$ cat config.mk
export PLATFORM = sky130hd
export DESIGN_NAME = array_bst_insert_traverse
export DESIGN_NICKNAME = d
export VERILOG_FILES = /design/src/rtl/core/abst_pkg.sv /design/src/rtl/core/abst_dpath.sv /design/src/rtl/core/abst_ctrl.sv /design/src/rtl/core/array_bst_insert_traverse.sv
export SDC_FILE = /design/constraint.sdc
export NUM_CORES = 1
export LEC_CHECK = 0
export BUFFER_PORTS_ARGS = -buffer_cell sky130_fd_sc_hd__buf_4
export CAP_MARGIN = 20
export CORE_AREA = 2 2 298 300
export CTS_CLUSTER_DIAMETER = 40
export CTS_CLUSTER_SIZE = 12
export DETAILED_ROUTE_END_ITERATION = 6
export DIE_AREA = 0 0 300 302
export PLACE_DENSITY = 0.66
export SLEW_MARGIN = 30
export SYNTH_ARGS = -nofsm -noshare
export SYNTH_HDL_FRONTEND = slang
export SYNTH_SLANG_ARGS = --single-unit
$ cat constraint.sdc
create_clock -name clock -period 6 [get_ports clock]
set_input_delay 0.9 -clock clock [delete_from_list [all_inputs] [get_ports clock]]
set_output_delay 0.9 -clock clock [all_outputs]
set_load 0.01 [all_outputs]
$ cat src/rtl/core/abst_pkg.sv
// ----------------------------------------------------------------------------
// abst_pkg: shared types for the array search tree block
// Request kinds, result codes, controller states and the command and status
// bundles between the controller and the datapath.
// ----------------------------------------------------------------------------
package abst_pkg;

   localparam int KIND_BITS   = 2;
   localparam int STATUS_BITS = 3;
   localparam int IO_KEY_BITS = 16;

   typedef enum logic [KIND_BITS-1:0] {
      REQ_INSERT    = 2'd0,
      REQ_INORDER   = 2'd1,
      REQ_PREORDER  = 2'd2,
      REQ_POSTORDER = 2'd3
   } req_kind_type;

   typedef enum logic [STATUS_BITS-1:0] {
      STS_INSERTED  = 3'd0,
      STS_DUPLICATE = 3'd1,
      STS_NO_ROOM   = 3'd2,
      STS_ZERO_KEY  = 3'd3,
      STS_LISTED    = 3'd4,
      STS_EMPTY     = 3'd5
   } rsp_status_type;

   typedef enum logic [3:0] {
      ST_CLEAR,
      ST_IDLE,
      ST_INSERT,
      ST_ROOT,
      ST_VISIT,
      ST_LEFT,
      ST_MID,
      ST_RIGHT,
      ST_POST,
      ST_UP_MID,
      ST_UP_POST,
      ST_FLUSH
   } state_type;

   // slot address sources
   typedef enum logic [2:0] {
      ASEL_ROOT,
      ASEL_LEFT,
      ASEL_RIGHT,
      ASEL_PARENT,
      ASEL_NEXT
   } addr_sel_type;

   // pending result key sources
   typedef enum logic [1:0] {
      KSEL_ZERO,
      KSEL_REQ,
      KSEL_READ,
      KSEL_NODE
   } key_sel_type;

   typedef struct packed {
      logic           req_load;
      logic           clr_step;
      logic           wr_en;
      logic           rd_en;
      addr_sel_type   addr_sel;
      logic           slot_load;
      logic           node_load;
      logic           pend_load;
      key_sel_type    pend_key_sel;
      rsp_status_type pend_status;
      logic           pend_clear;
      logic           push_out;
      logic           out_last;
   } cmd_type;

   typedef struct packed {
      logic         clr_last;
      logic         in_key_zero;
      req_kind_type kind;
      logic         rd_zero;
      logic         key_eq;
      logic         key_lt;
      logic         next_ok;
      logic         left_ok;
      logic         right_ok;
      logic         is_root;
      logic         slot_odd;
      logic         pend_valid;
   } stat_type;

endpackage

$ cat src/rtl/core/abst_dpath.sv
// ----------------------------------------------------------------------------
// abst_dpath: slot store and walk registers
// Holds the key memory, the current slot, the node key and the pending
// result; performs the address arithmetic and compares for the controller.
// ----------------------------------------------------------------------------
module abst_dpath #(
   parameter int TREE_SLOTS = 63,
   parameter int KEY_BITS   = 16
) (
   input  logic                                 clock,
   input  logic                                 reset,
   input  abst_pkg::cmd_type                    cmd,
   input  abst_pkg::req_kind_type               in_kind,
   input  logic [abst_pkg::IO_KEY_BITS-1:0]     in_key,
   output abst_pkg::stat_type                   stat,
   output logic [abst_pkg::IO_KEY_BITS-1:0]     pend_key,
   output abst_pkg::rsp_status_type             pend_status
);
   import abst_pkg::*;

   localparam int SW = $clog2(2 * TREE_SLOTS + 2);
   localparam int AW = $clog2(TREE_SLOTS);
   localparam logic [SW-1:0] LAST_SLOT = SW'(TREE_SLOTS);
   localparam logic [SW-1:0] ROOT_SLOT = SW'(1);
   localparam logic [AW-1:0] LAST_ADDR = AW'(TREE_SLOTS - 1);

   logic [KEY_BITS-1:0] slot_mem [TREE_SLOTS];

   logic [SW-1:0]       slot_ff, slot_in;
   logic [KEY_BITS-1:0] key_ff;
   logic [KEY_BITS-1:0] node_ff;
   logic [KEY_BITS-1:0] rd_data_ff;
   logic [KEY_BITS-1:0] pend_key_ff, pend_key_in;
   rsp_status_type      pend_status_ff;
   logic                pend_valid_ff, pend_valid_in;
   req_kind_type        kind_ff;
   logic [AW-1:0]       clr_ff, clr_in;

   logic [31:0]         in_key32;
   logic [KEY_BITS-1:0] in_key_w;
   logic [31:0]         pend_key32;
   logic [SW-1:0]       left_val, right_val, parent_val, next_val, addr_val;
   logic [SW-1:0]       addr_m1, slot_m1;
   logic                key_lt;

   assign in_key32 = 32'(in_key);
   assign in_key_w = in_key32[KEY_BITS-1:0];

   assign key_lt     = key_ff < rd_data_ff;
   assign left_val   = {slot_ff[SW-2:0], 1'b0};
   assign right_val  = {slot_ff[SW-2:0], 1'b1};
   assign parent_val = {1'b0, slot_ff[SW-1:1]};
   assign next_val   = key_lt ? left_val : right_val;

   always_comb begin
      case (cmd.addr_sel)
         ASEL_ROOT:   addr_val = ROOT_SLOT;
         ASEL_LEFT:   addr_val = left_val;
         ASEL_RIGHT:  addr_val = right_val;
         ASEL_PARENT: addr_val = parent_val;
         ASEL_NEXT:   addr_val = next_val;
         default:     addr_val = ROOT_SLOT;
      endcase
   end

   // slots are numbered from 1, memory rows from 0
   assign addr_m1 = addr_val - ROOT_SLOT;
   assign slot_m1 = slot_ff - ROOT_SLOT;

   always_comb begin
      case (cmd.pend_key_sel)
         KSEL_ZERO: pend_key_in = '0;
         KSEL_REQ:  pend_key_in = key_ff;
         KSEL_READ: pend_key_in = rd_data_ff;
         KSEL_NODE: pend_key_in = node_ff;
         default:   pend_key_in = '0;
      endcase
   end

   assign slot_in       = cmd.slot_load ? addr_val : slot_ff;
   assign clr_in        = cmd.clr_step ? clr_ff + AW'(1) : clr_ff;
   assign pend_valid_in = cmd.pend_load ? 1'b1 : (cmd.pend_clear ? 1'b0 : pend_valid_ff);

   always_ff @(posedge clock) begin
      if (cmd.clr_step) begin
         slot_mem[clr_ff] <= '0;
      end else if (cmd.wr_en) begin
         slot_mem[slot_m1[AW-1:0]] <= key_ff;
      end
      if (cmd.rd_en) begin
         rd_data_ff <= slot_mem[addr_m1[AW-1:0]];
      end
   end

   always_ff @(posedge clock) begin
      slot_ff <= slot_in;
      if (cmd.req_load) begin
         key_ff  <= in_key_w;
         kind_ff <= in_kind;
      end
      if (cmd.node_load) begin
         node_ff <= rd_data_ff;
      end
      if (cmd.pend_load) begin
         pend_key_ff    <= pend_key_in;
         pend_status_ff <= cmd.pend_status;
      end
   end

   always_ff @(posedge clock) begin
      if (reset) begin
         pend_valid_ff <= 1'b0;
         clr_ff        <= '0;
      end else begin
         pend_valid_ff <= pend_valid_in;
         clr_ff        <= clr_in;
      end
   end

   assign pend_key32  = 32'(pend_key_ff);
   assign pend_key    = pend_key32[IO_KEY_BITS-1:0];
   assign pend_status = pend_status_ff;

   always_comb begin
      stat.clr_last    = clr_ff == LAST_ADDR;
      stat.in_key_zero = in_key_w == '0;
      stat.kind        = kind_ff;
      stat.rd_zero     = rd_data_ff == '0;
      stat.key_eq      = key_ff == rd_data_ff;
      stat.key_lt      = key_lt;
      stat.next_ok     = next_val <= LAST_SLOT;
      stat.left_ok     = left_val <= LAST_SLOT;
      stat.right_ok    = right_val <= LAST_SLOT;
      stat.is_root     = slot_ff == ROOT_SLOT;
      stat.slot_odd    = slot_ff[0];
      stat.pend_valid  = pend_valid_ff;
   end

`ifndef SYNTHESIS
   a_read_in_store: assert property (@(posedge clock) disable iff (reset)
      cmd.rd_en |-> (addr_val >= ROOT_SLOT) && (addr_val <= LAST_SLOT))
      else $error("slot read outside the store");
`endif

endmodule

$ cat src/rtl/core/abst_ctrl.sv
// ----------------------------------------------------------------------------
// abst_ctrl: walk sequencer
// Runs the clearing sweep, the insert descent and the stackless tree walk,
// and hands each emitted key to the pending result register.
// ----------------------------------------------------------------------------
module abst_ctrl (
   input  logic                   clock,
   input  logic                   reset,
   input  logic                   req_tvalid,
   input  abst_pkg::req_kind_type req_kind,
   input  logic                   out_free,
   input  abst_pkg::stat_type     stat,
   output logic                   req_tready,
   output abst_pkg::cmd_type      cmd
);
   import abst_pkg::*;

   state_type state_ff, state_in;
   logic      emit_want, emit_ok, hold;

   // a key is emitted at the visit matching the order of the listing
   assign emit_want = ((state_ff == ST_VISIT) && (stat.kind == REQ_PREORDER)) ||
                      ((state_ff == ST_MID)   && (stat.kind == REQ_INORDER))  ||
                      ((state_ff == ST_POST)  && (stat.kind == REQ_POSTORDER));
   assign emit_ok   = !stat.pend_valid || out_free;
   assign hold      = emit_want && !emit_ok;

   always_comb begin
      state_in = state_ff;
      case (state_ff)
         ST_CLEAR: begin
            if (stat.clr_last) state_in = ST_IDLE;
         end
         ST_IDLE: begin
            if (req_tvalid) begin
               if (req_kind != REQ_INSERT) state_in = ST_ROOT;
               else if (stat.in_key_zero)  state_in = ST_FLUSH;
               else                        state_in = ST_INSERT;
            end
         end
         ST_INSERT: begin
            if (stat.rd_zero || stat.key_eq || !stat.next_ok) state_in = ST_FLUSH;
         end
         ST_ROOT: begin
            state_in = stat.rd_zero ? ST_FLUSH : ST_VISIT;
         end
         ST_VISIT: begin
            if (!hold) state_in = stat.left_ok ? ST_LEFT : ST_MID;
         end
         ST_LEFT: begin
            state_in = stat.rd_zero ? ST_MID : ST_VISIT;
         end
         ST_MID: begin
            if (!hold) state_in = stat.right_ok ? ST_RIGHT : ST_POST;
         end
         ST_RIGHT: begin
            state_in = stat.rd_zero ? ST_POST : ST_VISIT;
         end
         ST_POST: begin
            if (!hold) begin
               if (stat.is_root)       state_in = ST_FLUSH;
               else if (stat.slot_odd) state_in = ST_UP_POST;
               else                    state_in = ST_UP_MID;
            end
         end
         ST_UP_MID:  state_in = ST_MID;
         ST_UP_POST: state_in = ST_POST;
         ST_FLUSH: begin
            if (out_free) state_in = ST_IDLE;
         end
         default: state_in = ST_IDLE;
      endcase
   end

   always_comb begin
      cmd        = '0;
      req_tready = 1'b0;

      // move the previous key out, park the new one
      if (emit_want && !hold) begin
         cmd.pend_load    = 1'b1;
         cmd.pend_key_sel = (state_ff == ST_VISIT) ? KSEL_READ : KSEL_NODE;
         cmd.pend_status  = STS_LISTED;
         cmd.push_out     = stat.pend_valid;
      end

      case (state_ff)
         ST_CLEAR: begin
            cmd.clr_step = 1'b1;
         end
         ST_IDLE: begin
            req_tready = 1'b1;
            if (req_tvalid) begin
               cmd.req_load = 1'b1;
               if ((req_kind == REQ_INSERT) && stat.in_key_zero) begin
                  cmd.pend_load    = 1'b1;
                  cmd.pend_key_sel = KSEL_ZERO;
                  cmd.pend_status  = STS_ZERO_KEY;
               end else begin
                  cmd.rd_en     = 1'b1;
                  cmd.addr_sel  = ASEL_ROOT;
                  cmd.slot_load = 1'b1;
               end
            end
         end
         ST_INSERT: begin
            cmd.pend_key_sel = KSEL_REQ;
            if (stat.rd_zero) begin
               cmd.wr_en       = 1'b1;
               cmd.pend_load   = 1'b1;
               cmd.pend_status = STS_INSERTED;
            end else if (stat.key_eq) begin
               cmd.pend_load   = 1'b1;
               cmd.pend_status = STS_DUPLICATE;
            end else if (!stat.next_ok) begin
               cmd.pend_load   = 1'b1;
               cmd.pend_status = STS_NO_ROOM;
            end else begin
               cmd.rd_en     = 1'b1;
               cmd.addr_sel  = ASEL_NEXT;
               cmd.slot_load = 1'b1;
            end
         end
         ST_ROOT: begin
            if (stat.rd_zero) begin
               cmd.pend_load    = 1'b1;
               cmd.pend_key_sel = KSEL_ZERO;
               cmd.pend_status  = STS_EMPTY;
            end
         end
         ST_VISIT: begin
            if (!hold) begin
               cmd.node_load = 1'b1;
               if (stat.left_ok) begin
                  cmd.rd_en    = 1'b1;
                  cmd.addr_sel = ASEL_LEFT;
               end
            end
         end
         ST_LEFT: begin
            if (!stat.rd_zero) begin
               cmd.addr_sel  = ASEL_LEFT;
               cmd.slot_load = 1'b1;
            end
         end
         ST_MID: begin
            if (!hold && stat.right_ok) begin
               cmd.rd_en    = 1'b1;
               cmd.addr_sel = ASEL_RIGHT;
            end
         end
         ST_RIGHT: begin
            if (!stat.rd_zero) begin
               cmd.addr_sel  = ASEL_RIGHT;
               cmd.slot_load = 1'b1;
            end
         end
         ST_POST: begin
            if (!hold && !stat.is_root) begin
               cmd.rd_en     = 1'b1;
               cmd.addr_sel  = ASEL_PARENT;
               cmd.slot_load = 1'b1;
            end
         end
         ST_UP_MID, ST_UP_POST: begin
            cmd.node_load = 1'b1;
         end
         ST_FLUSH: begin
            if (out_free) begin
               cmd.push_out   = 1'b1;
               cmd.out_last   = 1'b1;
               cmd.pend_clear = 1'b1;
            end
         end
         default: begin
            cmd = '0;
         end
      endcase
   end

   always_ff @(posedge clock) begin
      if (reset) begin
         state_ff <= ST_CLEAR;
      end else begin
         state_ff <= state_in;
      end
   end

`ifndef SYNTHESIS
   a_push_has_data: assert property (@(posedge clock) disable iff (reset)
      cmd.push_out |-> stat.pend_valid && out_free)
      else $error("result pushed without a pending key or a free output");

   a_no_overwrite: assert property (@(posedge clock) disable iff (reset)
      (cmd.pend_load && stat.pend_valid) |-> cmd.push_out)
      else $error("pending key overwritten before it was sent");

   a_flush_drains: assert property (@(posedge clock) disable iff (reset)
      (state_ff == ST_FLUSH && out_free) |=> !stat.pend_valid && state_ff == ST_IDLE)
      else $error("final result did not drain the pending register");
`endif

endmodule

$ cat src/rtl/core/array_bst_insert_traverse.sv
// ----------------------------------------------------------------------------
// array_bst_insert_traverse: binary search tree in an implicit slot store
// Top level: request and result channels, result register, sequencer and
// datapath.
// ----------------------------------------------------------------------------
// Usage:
//   The req channel carries one request per handshake: tuser selects insert,
//   inorder, preorder or postorder listing, tdata carries the key to insert.
//   The rsp channel returns one result for an insert (key echoed, status in
//   tuser) and one result per stored key for a listing, tlast on the final
//   one; an empty tree gives a single result with status empty.
//   Requests are taken one at a time. An insert walks down one tree level
//   at a time, bounded by the depth of the slot store. A listing visits
//   every stored key and probes each child slot of it that lies inside the
//   store; the one read port of the slot memory serves one child probe or
//   one step back up at a time.
//   After reset a clearing sweep writes every slot to empty, with req_tready low.
//   A stalled rsp side holds the result register; the walk then waits with
//   one key parked in the pending register and resumes when tready returns.
// ----------------------------------------------------------------------------
module array_bst_insert_traverse #(
   parameter int TREE_SLOTS = 63,
   parameter int KEY_BITS   = 16
) (
   input  logic                                 clock,
   input  logic                                 reset,
   // request channel
   input  logic                                 req_tvalid,
   output logic                                 req_tready,
   input  logic [abst_pkg::IO_KEY_BITS-1:0]     req_tdata,   // [15:0] key_in
   input  logic [abst_pkg::KIND_BITS-1:0]       req_tuser,   // [1:0] req_type
   // result channel
   output logic                                 rsp_tvalid,
   input  logic                                 rsp_tready,
   output logic [abst_pkg::IO_KEY_BITS-1:0]     rsp_tdata,   // [15:0] key_out
   output logic [abst_pkg::STATUS_BITS-1:0]     rsp_tuser,   // [2:0] status
   output logic                                 rsp_tlast
);
   import abst_pkg::*;

   cmd_type                  cmd;
   stat_type                 stat;
   req_kind_type             req_kind;
   logic [IO_KEY_BITS-1:0]   pend_key;
   rsp_status_type           pend_status;
   logic                     out_free;

   logic                     rsp_valid_ff, rsp_valid_in;
   logic [IO_KEY_BITS-1:0]   rsp_key_ff;
   rsp_status_type           rsp_status_ff;
   logic                     rsp_last_ff;

   assign req_kind = req_kind_type'(req_tuser);

   // the result register is free when empty or being taken this cycle
   assign out_free = !rsp_valid_ff || rsp_tready;

   abst_ctrl u_ctrl (
      .clock      (clock),
      .reset      (reset),
      .req_tvalid (req_tvalid),
      .req_kind   (req_kind),
      .out_free   (out_free),
      .stat       (stat),
      .req_tready (req_tready),
      .cmd        (cmd)
   );

   abst_dpath #(
      .TREE_SLOTS (TREE_SLOTS),
      .KEY_BITS   (KEY_BITS)
   ) u_dpath (
      .clock       (clock),
      .reset       (reset),
      .cmd         (cmd),
      .in_kind     (req_kind),
      .in_key      (req_tdata),
      .stat        (stat),
      .pend_key    (pend_key),
      .pend_status (pend_status)
   );

   // load on a push, drop once the receiver takes it
   assign rsp_valid_in = cmd.push_out ? 1'b1 : (rsp_tready ? 1'b0 : rsp_valid_ff);

   always_ff @(posedge clock) begin
      if (reset) begin
         rsp_valid_ff <= 1'b0;
      end else begin
         rsp_valid_ff <= rsp_valid_in;
      end
   end

   // hold the payload until the next push
   always_ff @(posedge clock) begin
      if (cmd.push_out) begin
         rsp_key_ff    <= pend_key;
         rsp_status_ff <= pend_status;
         rsp_last_ff   <= cmd.out_last;
      end
   end

   assign rsp_tvalid = rsp_valid_ff;
   assign rsp_tdata  = rsp_key_ff;
   assign rsp_tuser  = rsp_status_ff;
   assign rsp_tlast  = rsp_last_ff;

endmodule
Yosys cells after proc, flatten, opt, wreduce, memory -nomap -nowiden
Memories as Yosys holds them, arrays and structs flattened. A register that Yosys moved wholly into a read port is not among the register bits.
Cells that the tools add are included.
- equal/unequal tests: 31
- muxes and demuxes: 69
- reductions and logical operators: 33
- add/sub/neg operators: 3
- $lt $le $gt $ge: 4
- operators by type and width (cell ; number):
    4-bit 2-to-1 mux ; 16
    16-bit one-hot mux with 4 select lines ; 1
    4-bit one-hot mux with 12 select lines ; 1
    16-bit logical NOT ; 2
    5-bit 2-to-1 mux ; 6
    6-bit 2-to-1 mux ; 5
    7-bit one-hot mux with 4 select lines ; 1
    6-bit one-hot mux with 4 select lines ; 1
    1-bit 2-to-1 mux ; 23
    7-bit by 6-bit less-or-equal comparator with 1-bit output, second input constant ; 3
    3-bit one-hot mux with 7 select lines ; 1
    16-bit equality test ; 1
    4-bit by 3-bit equality test with 1-bit output, second input constant ; 4
    4-bit equality test, second input constant ; 4
    16-bit < comparator ; 1
    16-bit 2-to-1 mux ; 1
    16-bit OR reduction ; 1
    3-bit 2-to-1 mux ; 5
    6-bit by 1-bit subtractor with 6-bit output, second input constant ; 2
    11-bit OR reduction ; 1
    2-bit != test, second input constant ; 5
    1-bit one-hot mux with 5 select lines ; 2
    9-bit OR reduction ; 1
    2-bit equality test, second input constant ; 4
    other kinds (21) ; 48
- bits in writable memories: 1008
- input port bits: 22
- logic and storage cells: 154
- memories: 1
- bits in registers: 92
- output and inout bits: 22
- memories (name ; words ; bits a word ; rd ports ; clocked after Yosys merged registers in ; wr ports ; RTL line ; source):
    u_dpath.slot_mem ; 63 ; 16 ; 1 ; 1 ; 1 ; abst_dpath.sv:27 ; logic [KEY_BITS-1:0] slot_mem [TREE_SLOTS];

Depth between registers and ports, before layout
Gate-level depths: netlist of run 1.
- word-level depth: 14
- gate-level depth with buffers: 24
- mapped depth without buffers: 16

Hierarchy
Synthesis of run 1 repeated with hierarchy kept, for this count alone.
- cell total of the unflattened synthesis: 2403
- area total of the unflattened synthesis: 44166.1 sq um
- modules (own cells, without submodules) (module ; cells each ; sequential area each (sq um) ; instances ; area an instance (sq um)):
    abst_dpath ; 2259 ; 32691.4 ; 1 ; 42741.0
    abst_ctrl ; 120 ; 80.1 ; 1 ; 778.2
    array_bst_insert_traverse ; 24 ; 620.6 ; 1 ; 646.9

Worst setup path after synthesis of run 1
Ideal clock, no wire load.
- kind: input-to-reg
- start: input rsp_tready
- end: register u_dpath.rd_data_ff[11], read port of u_dpath.slot_mem, data pin
- stages on the path: 19
- buffers on the path: 7
- library setup time: 0.261 ns
- setup slack: 1.101 ns
- required time: 5.739 ns
- arrival: 4.638 ns
- cell sequence: and4bb_2 o211ai_2 nand3_2 o31ai_1 nor2_2 nor2_8 inv_4 buf_6 buf_6 buf_4 buf_4 ha_1 clkbuf_1 clkbuf_1 clkbuf_1 mux4_2 mux2i_1 o22ai_1 o32a_1
- word-level cells in the longest chain between the ends: 11
- elaborated cells between the ends (all ways): 18
- classes of those cells: add/sub (1); eq/ne (4); mux (6); reduce/logical (7)
- ends and longest elaborated chain (what ; RTL line ; source):
    from (decl) ; array_bst_insert_traverse.sv:34 ; input logic rsp_tready,
    1-bit logical OR * ; array_bst_insert_traverse.sv:56 ; assign out_free = !rsp_valid_ff || rsp_tready;
    1-bit logical OR * ; abst_ctrl.sv:25 ; assign emit_ok = !stat.pend_valid || out_free;
    1-bit logical NOT * ; abst_ctrl.sv:26 ; assign hold = emit_want && !emit_ok;
    1-bit logical AND * ; abst_ctrl.sv:26 ;
    1-bit logical NOT ; n/a ;
    1-bit logical AND, on equally long branches ; abst_ctrl.sv:159, abst_ctrl.sv:147 ;
    5-bit 2-to-1 mux or 4-bit 2-to-1 mux (tied branches) ; abst_ctrl.sv:159, abst_ctrl.sv:147 ;
    3-bit one-hot mux with 7 select lines ; abst_ctrl.sv:87 ; case (state_ff)
    3-bit equality test, or another cell as far along ; abst_dpath.sv:56 ; case (cmd.addr_sel)
    7-bit one-hot mux with 4 select lines ; abst_dpath.sv:56 ;
    6-bit by 1-bit subtractor with 6-bit output ; abst_dpath.sv:67 ; assign addr_m1 = addr_val - ROOT_SLOT;
    to (decl) ; abst_dpath.sv:32 ; logic [KEY_BITS-1:0] rd_data_ff;
Every way passes the cells marked *; elsewhere a longest branch is shown, timed or not.
A chain may end at the register's enable or synchronous reset.

Final worst setup path of run 1
- start: register u_dpath.rd_data_ff[3], read port of u_dpath.slot_mem
- end: register u_dpath.rd_data_ff[13], read port of u_dpath.slot_mem, data pin
- word-level cells in the longest chain between the ends: 10
- elaborated cells between the ends (all ways): 18
- classes of those cells: add/sub (1); order compare (2); eq/ne (5); mux (9); reduce/logical (1)
- ends and longest elaborated chain (what ; RTL line ; source):
    16-bit < comparator ; abst_dpath.sv:49 ; assign key_lt = key_ff < rd_data_ff;
    1-bit 2-to-1 mux ; abst_dpath.sv:53 ; assign next_val = key_lt ? left_val : right_val;
    7-bit by 6-bit less-or-equal comparator with 1-bit output ; abst_dpath.sv:131 ; stat.next_ok = next_val <= LAST_SLOT;
    5-bit 2-to-1 mux ; abst_ctrl.sv:115 ; end else if (!stat.next_ok) begin
    5-bit 2-to-1 mux ; abst_ctrl.sv:112 ; end else if (stat.key_eq) begin
    5-bit 2-to-1 mux ; abst_ctrl.sv:108 ; if (stat.rd_zero) begin
    3-bit one-hot mux with 7 select lines ; abst_ctrl.sv:87 ;
    3-bit equality test, or another cell as far along ; abst_dpath.sv:56 ;
    7-bit one-hot mux with 4 select lines ; abst_dpath.sv:56 ;
    6-bit by 1-bit subtractor with 6-bit output ; abst_dpath.sv:67 ;
Parallel ways exist; a longest one is shown, timed or not.

==> results of run 1 <==
-- cells in the final DEF, fill, tap and decap left out, drive strengths merged, types with 44 or more instances in the layout --
master	synthesis	final
o21ai	46	46
nand2	147	147
buf	59	174
a21oi	44	44
nor2	119	119
edfxtp	1104	1104
mux2i	62	62
clkinv	0	44
mux4	240	240
clkbuf	57	157
nand3	47	47
inv	40	57
-- cell families (layout without fill, tap and decap cells) --
kind of cell / after synthesis / after routing / share of synthesized area
muxes: 308 / 308 / 0.138
and+or+nand+nor: 412 / 412 / 0.0438
buffers and inverters: 156 / 455 / 0.0165
other: 0 / 1 / 0
adders and majority gates: 22 / 22 / 0.00622
xor gates and xnor gates: 12 / 12 / 0.00254
AOI/OAI and AO/OA: 242 / 242 / 0.0392
DFF: 1116 / 1116 / 0.754
-- layer usage --
metal / global-route usage / share of wire
met1: 0.361 / 0.41
met2: 0.376 / 0.47
met3: 0.0531 / 0.090
met4: 0.0957 / 0.033
met5: 0 / 0.00026
-- power by group through the flow --
stage | registers (mW) | logic (mW) | clock network, mW
after global placement | 9.33 | 6.92 | 0
after floorplan | 9.21 | 4.22 | 0
after global routing | 9.22 | 7.36 | 8.77
final | 9.20 | 6.99 | 8.36
after detailed placement | 9.34 | 6.95 | 0
after CTS | 9.19 | 6.97 | 8.47
-- state kept, by name, indices dropped and copies added (netlist names) --
register               cells
u_dpath.clr_ff             6
u_ctrl.state_ff            4
u_dpath.key_ff            16
rsp_tuser                  3
u_dpath.node_ff           16
u_dpath.pend_valid_ff      1
u_dpath.rd_data_ff        16
u_dpath.pend_status        3
u_dpath.slot_mem        1008
rsp_tdata                 16
u_dpath.kind_ff            2
rsp_tlast                  1
u_dpath.pend_key          16
rsp_tvalid                 1
u_dpath.slot_ff            7
-- final cells by class --
| class | count | area, um2 | share of cell area |
|---|---|---|---|
| timing repair buffer | 174 | 1390 | 0.0271 |
| inverter | 40 | 166 | 0.00323 |
| clock buffer | 157 | 3660 | 0.0711 |
| tap | 1165 | 1460 | 0.0283 |
| clock inverter | 84 | 1020 | 0.0198 |
| multi-input combinational | 996 | 10400 | 0.202 |
| sequential | 1116 | 33400 | 0.649 |
| antenna | 1 | 2.50 | 0.0000486 |
-- worst reg2reg max path: stages (launching register included) --
cell	delay, ns
sky130_fd_sc_hd__edfxtp_1	0.51
sky130_fd_sc_hd__nor4_1	0.41
sky130_fd_sc_hd__nand4_1	0.37
sky130_fd_sc_hd__nand3_1	0.31
sky130_fd_sc_hd__o311ai_1	0.21
sky130_fd_sc_hd__nand2b_1	0.36
sky130_fd_sc_hd__a22oi_1	0.42
sky130_fd_sc_hd__ha_4	0.20
sky130_fd_sc_hd__inv_1	0.05
sky130_fd_sc_hd__a21oi_2	0.31
sky130_fd_sc_hd__or2_2	0.63
sky130_fd_sc_hd__mux2i_1	0.52
sky130_fd_sc_hd__o22ai_1	0.20
sky130_fd_sc_hd__a2111oi_0	0.66
sky130_fd_sc_hd__a211oi_1	0.12
-- metrics by stage --
step	instances	worst slack, ns	utilization	instance area (um2)	total power, mW
6_report	3733	0.437	0.588	51500	24.6
5_1_grt	3732	0.0122	0.588	51500	25.4
4_1_cts	3732	0.542	0.587	51400	24.6
3_5_place_dp	3491	0.417	0.534	46800	16.3
3_3_place_gp	3491	0.334	0.533	46700	16.3
2_1_floorplan	2268	1.10	-	44300	13.4
-- path summary, 6_finish.rpt --
| path | from | slack, ns | depth (start not counted) | to |
|---|---|---|---|---|
| max reg2reg | u_dpath.rd_data_ff[3] | 0.44 | 14 | u_dpath.rd_data_ff[13] |
| min | req_tdata[1] | 0.36 | 1 | u_dpath.key_ff[1] |
| min reg2reg | u_dpath.pend_key[13] | 0.41 | 0 | rsp_tdata[13] |
| max | u_dpath.rd_data_ff[3] | 0.44 | 14 | u_dpath.rd_data_ff[13] |
==> insert_results.sql, run 1 <==
INSERT INTO impl_metrics (metric_group, metric, value, unit) VALUES
('timing', 'number_of_failing_hold_endpoints_at_the_final_stage', '0', ''),
('job', 'drv.max_cap_violation_count', '0', ''),
('pwr', 'clockPowerShare', '0.340', ''),
('pwr', 'power-per-cell-area', '477', 'nW/um2'),
('setup_path', 'timing.critical_path.fanout_max', '18', ''),
('yosys', 'netlist.top_cell.by_area', 'sky130_fd_sc_hd__edfxtp_1', ''),
('grt', 'pin_count_of_the_biggest_net_entering_global_routing', '73', ''),
('yosys', 'synthesis.yosys.warnings', '0', ''),
('clock_network', 'clock_tree_from_tritoncts', 'built', ''),
('yosys', 'postSynth.asyncResetShare', '0', ''),
('outcome', 'outcome', 'completed', ''),
('routing', 'drt_iter0_markers', '3232', ''),
('die', 'die_w', '300', 'um'),
('yosys', 'ys_types', '80', ''),
('setup_path', 'timing.critical_path.to_type', 'register', ''),
('timing', 'setup_tns', '0', 'ns'),
('setup_path', 'criticalPathCategory', 'register to register', ''),
('timing', 'grt_setup_unrepaired', 'false', ''),
('die', 'initial_core_util', '0.506', ''),
('yosys', 'synth.ff_latch_count', '1116', ''),
('routing', 'routedWlPerCell', '29.8', 'um'),
('min_path', 'worstHoldPathType', 'primary input to register', ''),
('clock_network', 'tritoncts.num_buffers', '141', ''),
('layout', 'syn2layout_area_growth', '16.3', '%'),
('clock_network', 'cts_sinks', '1116', ''),
('clock_network', 'cts_root_buffer', 'sky130_fd_sc_hd__clkbuf_16', ''),
('die', 'fp.dieArea', '90600', 'um2'),
('yosys', 'synth.yosys.seq_area_share', '0.754', ''),
('die', 'row_count', '109', ''),
('layout', 'nets', '2513', ''),
('timing', 'finalClockSkew', '0.0296', 'ns'),
('layout', 'final_layout_size_suffix_gt1_frac', '0.277', ''),
('pwr', 'sequential_cell_fraction_of_total_power', '0.375', ''),
('clock_network', 'max-clock-path-buffers', '3', ''),
('routing', 'totalWireLength', '111000', 'um'),
('die', 'ios', '44', ''),
('setup_path', 'path_delay_family', 'simple AND/OR/NAND/NOR gates', ''),
('setup_path', 'timing.critical_path.slowest_cell_delay', '0.66', 'ns'),
('setup_path', 'cp_cell_sequence', 'nor4_1 -> nand4_1 -> nand3_1 -> o311ai_1 -> nand2b_1 -> a22oi_1 -> ha_4 -> inv_1 -> a21oi_2 -> or2_2 -> mux2i_1 -> o22ai_1 -> a2111oi_0 -> a211oi_1', ''),
('clock_network', 'cts_repair_resize_count', '0', ''),
('layout', 'fillerInstances', '6291', ''),
('setup_path', 'timing.critical_path.buf_inv', '1', ''),
('yosys', 'synth_nets', '2312', ''),
('yosys', 'mappedNetlistArea', '44300', 'um2'),
('setup_path', 'crit_path_start_kind', 'register', ''),
('timing', 'tightestPinTransition', '1.00', 'ns'),
('routing', 'drt-pass1-iter-count', '6', ''),
('yosys', 'netlist_top_cells_count', 'sky130_fd_sc_hd__edfxtp_1 (1104), sky130_fd_sc_hd__mux4_2 (240), sky130_fd_sc_hd__nand2_1 (146)', ''),
('clock_network', 'h-tree-depth', '4', ''),
('yosys', 'synthCells', '2268', ''),
('grt', 'grt_first_pass_wirelength', '161000', 'um'),
('grt', 'grt_remaining_overflow', '0', ''),
('placement', 'place_congestion', '0.914', ''),
('clock_network', 'post_cts_setup_buffer_count', '0', ''),
('die', 'height_of_the_die', '302', 'um'),
('yosys', 'post-synth-top-count-cell', 'sky130_fd_sc_hd__edfxtp_1', ''),
('routing', 'drc', '0', ''),
('die', 'core_box_area', '87600', 'um2'),
('routing', 'dr_total_vias', '23421', ''),
('pwr', 'cellInternalPower', '16.6', 'mW'),
('timing', 'min_period_over_period', '0.927', ''),
('pwr', 'power.combinational.fraction', '0.285', ''),
('routing', 'avgViaCountPerCell', '6.27', ''),
('yosys', 'synth_edf_count', '1104', ''),
('grt', 'grt.total_usage', '0.249', ''),
('setup_path', 'worstPathRequired', '6.43', 'ns'),
('grt', 'number_of_global_route_vias_before_repair', '23116', ''),
('placement', 'buffer_ports.inserted', '43', ''),
('clock_network', 'cts_hold_fix_bufs', '0', ''),
('pwr', 'switchingPower', '7.97', 'mW'),
('yosys', 'yosys-top-cells-area', 'sky130_fd_sc_hd__edfxtp_1 (75%), sky130_fd_sc_hd__mux4_2 (12%), sky130_fd_sc_hd__mux2i_1 (1.4%), sky130_fd_sc_hd__nand2_1 (1.2%), sky130_fd_sc_hd__nor2_1 (0.96%)', '');
Power figures use the tool's default switching activity.
==> run 2: changes to the inputs <==
- RECOVER_POWER: unset -> 100
==> run 2 against run 1 <==
  * The run now ends with design-rule violations, max-capacitance violations, max-slew violations left
  * Final cell count about the same
  * Register-to-register slack worse by 0.15 ns
  * Die area is the same
  * Worst hold slack gained 0.025 ns
  * Sequential share of layout area is 0.77 points higher
  * Non-clock buffer count unchanged
  * Critical path depth grew 3
  * Flip-flop and latch count is the same
  * Highest routed layer unchanged
==> insert_results.sql, run 2 (synthesis gave the netlist of run 1 again) <==
INSERT INTO impl_metrics (metric_group, metric, value, unit) VALUES
('timing', 'finalClockSkew', '0.0287', 'ns'),
('layout', 'final_common_cell', 'sky130_fd_sc_hd__edfxtp_1', ''),
('layout', 'nets', '2513', ''),
('clock_network', 'cts_root_buffer', 'sky130_fd_sc_hd__clkbuf_16', ''),
('grt', 'pin_count_of_the_biggest_net_entering_global_routing', '73', ''),
('routing', 'dr_total_vias', '23362', ''),
('setup_path', 'worstPathRequired', '6.44', 'ns'),
('setup_path', 'critical_path_arrival', '6.15', 'ns'),
('die', 'height_of_the_die', '302', 'um'),
('timing', 'grt_setup_unrepaired', 'false', ''),
('timing', 'setup-violations-final', '0', ''),
('pwr', 'swShare', '0.325', ''),
('setup_path', 'r2r_slack', '0.29', 'ns'),
('timing', 'final_max_slew_viol_count', '1177', ''),
('timing', 'timing.final.crit_period', '5.71', 'ns'),
('outcome', 'violated_checks', 'design-rule violations, max-capacitance violations, max-slew violations', ''),
('routing', 'drc', '1', ''),
('setup_path', 'timing.critical_path.buf_inv', '4', ''),
('pwr', 'max-vdd-ir-drop', '0.371', 'mV'),
('timing', 'tightestPinTransition', '3.87', 'ns'),
('layout', 'final_layout_size_suffix_gt1_frac', '0.222', ''),
('min_path', 'worstHoldPathType', 'primary input to register', ''),
('layout', 'largest_register', 'u_dpath.slot_mem', ''),
('placement', 'place_congestion', '0.914', ''),
('pwr', 'power.combinational.fraction', '0.282', ''),
('pwr', 'sequential_cell_fraction_of_total_power', '0.376', ''),
('routing', 'drt-pass1-iter-count', '7', ''),
('die', 'fp.dieArea', '90600', 'um2'),
('setup_path', 'criticalPathCategory', 'register to register', ''),
('layout', 'most-common-layout-cells', 'sky130_fd_sc_hd__edfxtp_1 (1104), sky130_fd_sc_hd__mux4_2 (240), sky130_fd_sc_hd__nand2_1 (146)', ''),
('routing', 'avgViaCountPerCell', '6.26', ''),
('clock_network', 'h-tree-depth', '4', ''),
('grt', 'grt_first_pass_wirelength', '161000', 'um'),
('clock_network', 'tritoncts.num_buffers', '141', ''),
('clock_network', 'cts_repair_resize_count', '0', ''),
('placement', 'buffer_ports.inserted', '43', ''),
('clock_network', 'cts_sinks', '1116', ''),
('routing', 'routedWlPerCell', '29.7', 'um'),
('setup_path', 'timing.critical_path.slowest_stage_cell', 'sky130_fd_sc_hd__ha_4', ''),
('job', 'drv.max_cap_violation_count', '39', ''),
('timing', 'number_of_failing_hold_endpoints_at_the_final_stage', '0', ''),
('setup_path', 'path_delay_family', 'compound AO/OA/AOI/OAI gates', ''),
('clock_network', 'worst_skew_pair.late_latency', '0.74', 'ns'),
('timing', 'setup_tns', '0', 'ns'),
('die', 'row_count', '109', ''),
('setup_path', 'timing.critical_path.to_type', 'register', ''),
('clock_network', 'post_cts_setup_buffer_count', '0', ''),
('pwr', 'cellInternalPower', '16.5', 'mW'),
('timing', 'fmax_achieved', '175', 'MHz'),
('clock_network', 'clock_transition_time_at_the_flip_flop_clock_pins_of_the_worst_setup_and_hold_paths', '0.05', 'ns'),
('layout', 'multi_input_logic_area', '10200', 'um2'),
('grt', 'number_of_global_route_vias_before_repair', '23116', ''),
('die', 'initial_core_util', '0.506', ''),
('setup_path', 'crit_path_start_kind', 'register', ''),
('routing', 'totalWireLength', '111000', 'um'),
('setup_path', 'cp_cell_sequence', 'inv_1 -> ha_1 -> a41oi_1 -> o21ai_0 -> a221oi_1 -> nand4_1 -> nand2b_1 -> a22oi_1 -> ha_4 -> clkbuf_4 -> buf_4 -> buf_4 -> mux4_2 -> a22oi_1 -> nand4_1 -> a21oi_1 -> a31oi_1', ''),
('routing', 'detail-route-antenna-nets', '0', ''),
('layout', 'syn2layout_area_growth', '14.9', '%'),
('layout', 'fillerInstances', '6432', ''),
('die', 'ios', '44', ''),
('placement', 'detailed_place_hpwl', '69000', 'um'),
('pwr', 'clockPowerShare', '0.342', ''),
('layout', 'seq_area', '33400', 'um2'),
('placement', 'numPlacedInstances', '3491', ''),
('pwr', 'power_leakage', '14.2', 'nW'),
('clock_network', 'cts_hold_fix_bufs', '0', ''),
('timing', 'slew_headroom', '-1.58', ''),
('clock_network', 'max-clock-path-buffers', '3', ''),
('grt', 'grt.total_usage', '0.249', ''),
('routing', 'drt_iter0_markers', '3210', ''),
('pwr', 'switchingPower', '7.95', 'mW'),
('die', 'core_box_area', '87600', 'um2'),
('layout', 'largest_register_ffs', '1008', ''),
('grt', 'grt_remaining_overflow', '0', ''),
('setup_path', 'timing.critical_path.slowest_cell_delay', '0.57', 'ns'),
('outcome', 'outcome', 'finished with violations', ''),
('die', 'die_w', '300', 'um'),
('grt', 'grt_antenna_before_repair', '5', ''),
('setup_path', 'timing.critical_path.fanout_max', '24', ''),
('layout', 'fin_cells', '3734', ''),
('clock_network', 'clock_tree_from_tritoncts', 'built', ''),
('pwr', 'power-per-cell-area', '481', 'nW/um2'),
('timing', 'min_period_over_period', '0.952', '');
## run 2: final cells by class
type                       instances  share of cell area
multi-input combinational        996               0.200
sequential                      1116               0.656
antenna                            2           0.0000984
inverter                          40             0.00327
tap                             1165              0.0286
clock buffer                     157              0.0720
timing repair buffer             174              0.0197
clock inverter                    84              0.0200
## run 2: power groups by stage
stage,sequential [mW],clock (mW),combinational [mW]
2_1_floorplan,9.21,0,4.22
3_3_place_gp,9.33,0,6.92
3_5_place_dp,9.34,0,6.95
4_1_cts,9.19,8.47,6.97
5_1_grt,9.23,8.77,7.27
6_report,9.20,8.37,6.91
## run 2: final timing paths
| kind | end | cells past startpoint | from |
|---|---|---|---|
| setup reg to reg | u_dpath.rd_data_ff[0] | 17 | u_dpath.rd_data_ff[7] |
| hold / removal | u_dpath.key_ff[3] | 1 | req_tdata[3] |
| setup / recovery | u_dpath.rd_data_ff[0] | 17 | u_dpath.rd_data_ff[7] |
| hold reg to reg | rsp_tdata[13] | 0 | u_dpath.pend_key[13] |
## run 2: metal layers
layer | vias to the layer above | track usage | share of wire
li1 | 9766 | - | -
met1 | 12192 | 0.361 | 0.41
met2 | 1211 | 0.376 | 0.47
met3 | 191 | 0.0531 | 0.090
met4 | 2 | 0.0957 | 0.034
met5 | - | 0 | 0.00014
## run 2: per-stage QoR
step	setup WS [ns]	power, mW	area, um2	utilization	hold WS [ns]
after floorplan	1.10	13.4	44300	-	0.400
after global placement	0.334	16.3	46700	0.533	0.402
after detailed placement	0.417	16.3	46800	0.534	0.405
after CTS	0.542	24.6	51400	0.587	0.322
after global routing	0.0174	25.3	50900	0.581	0.367
final	0.287	24.5	50900	0.581	0.386
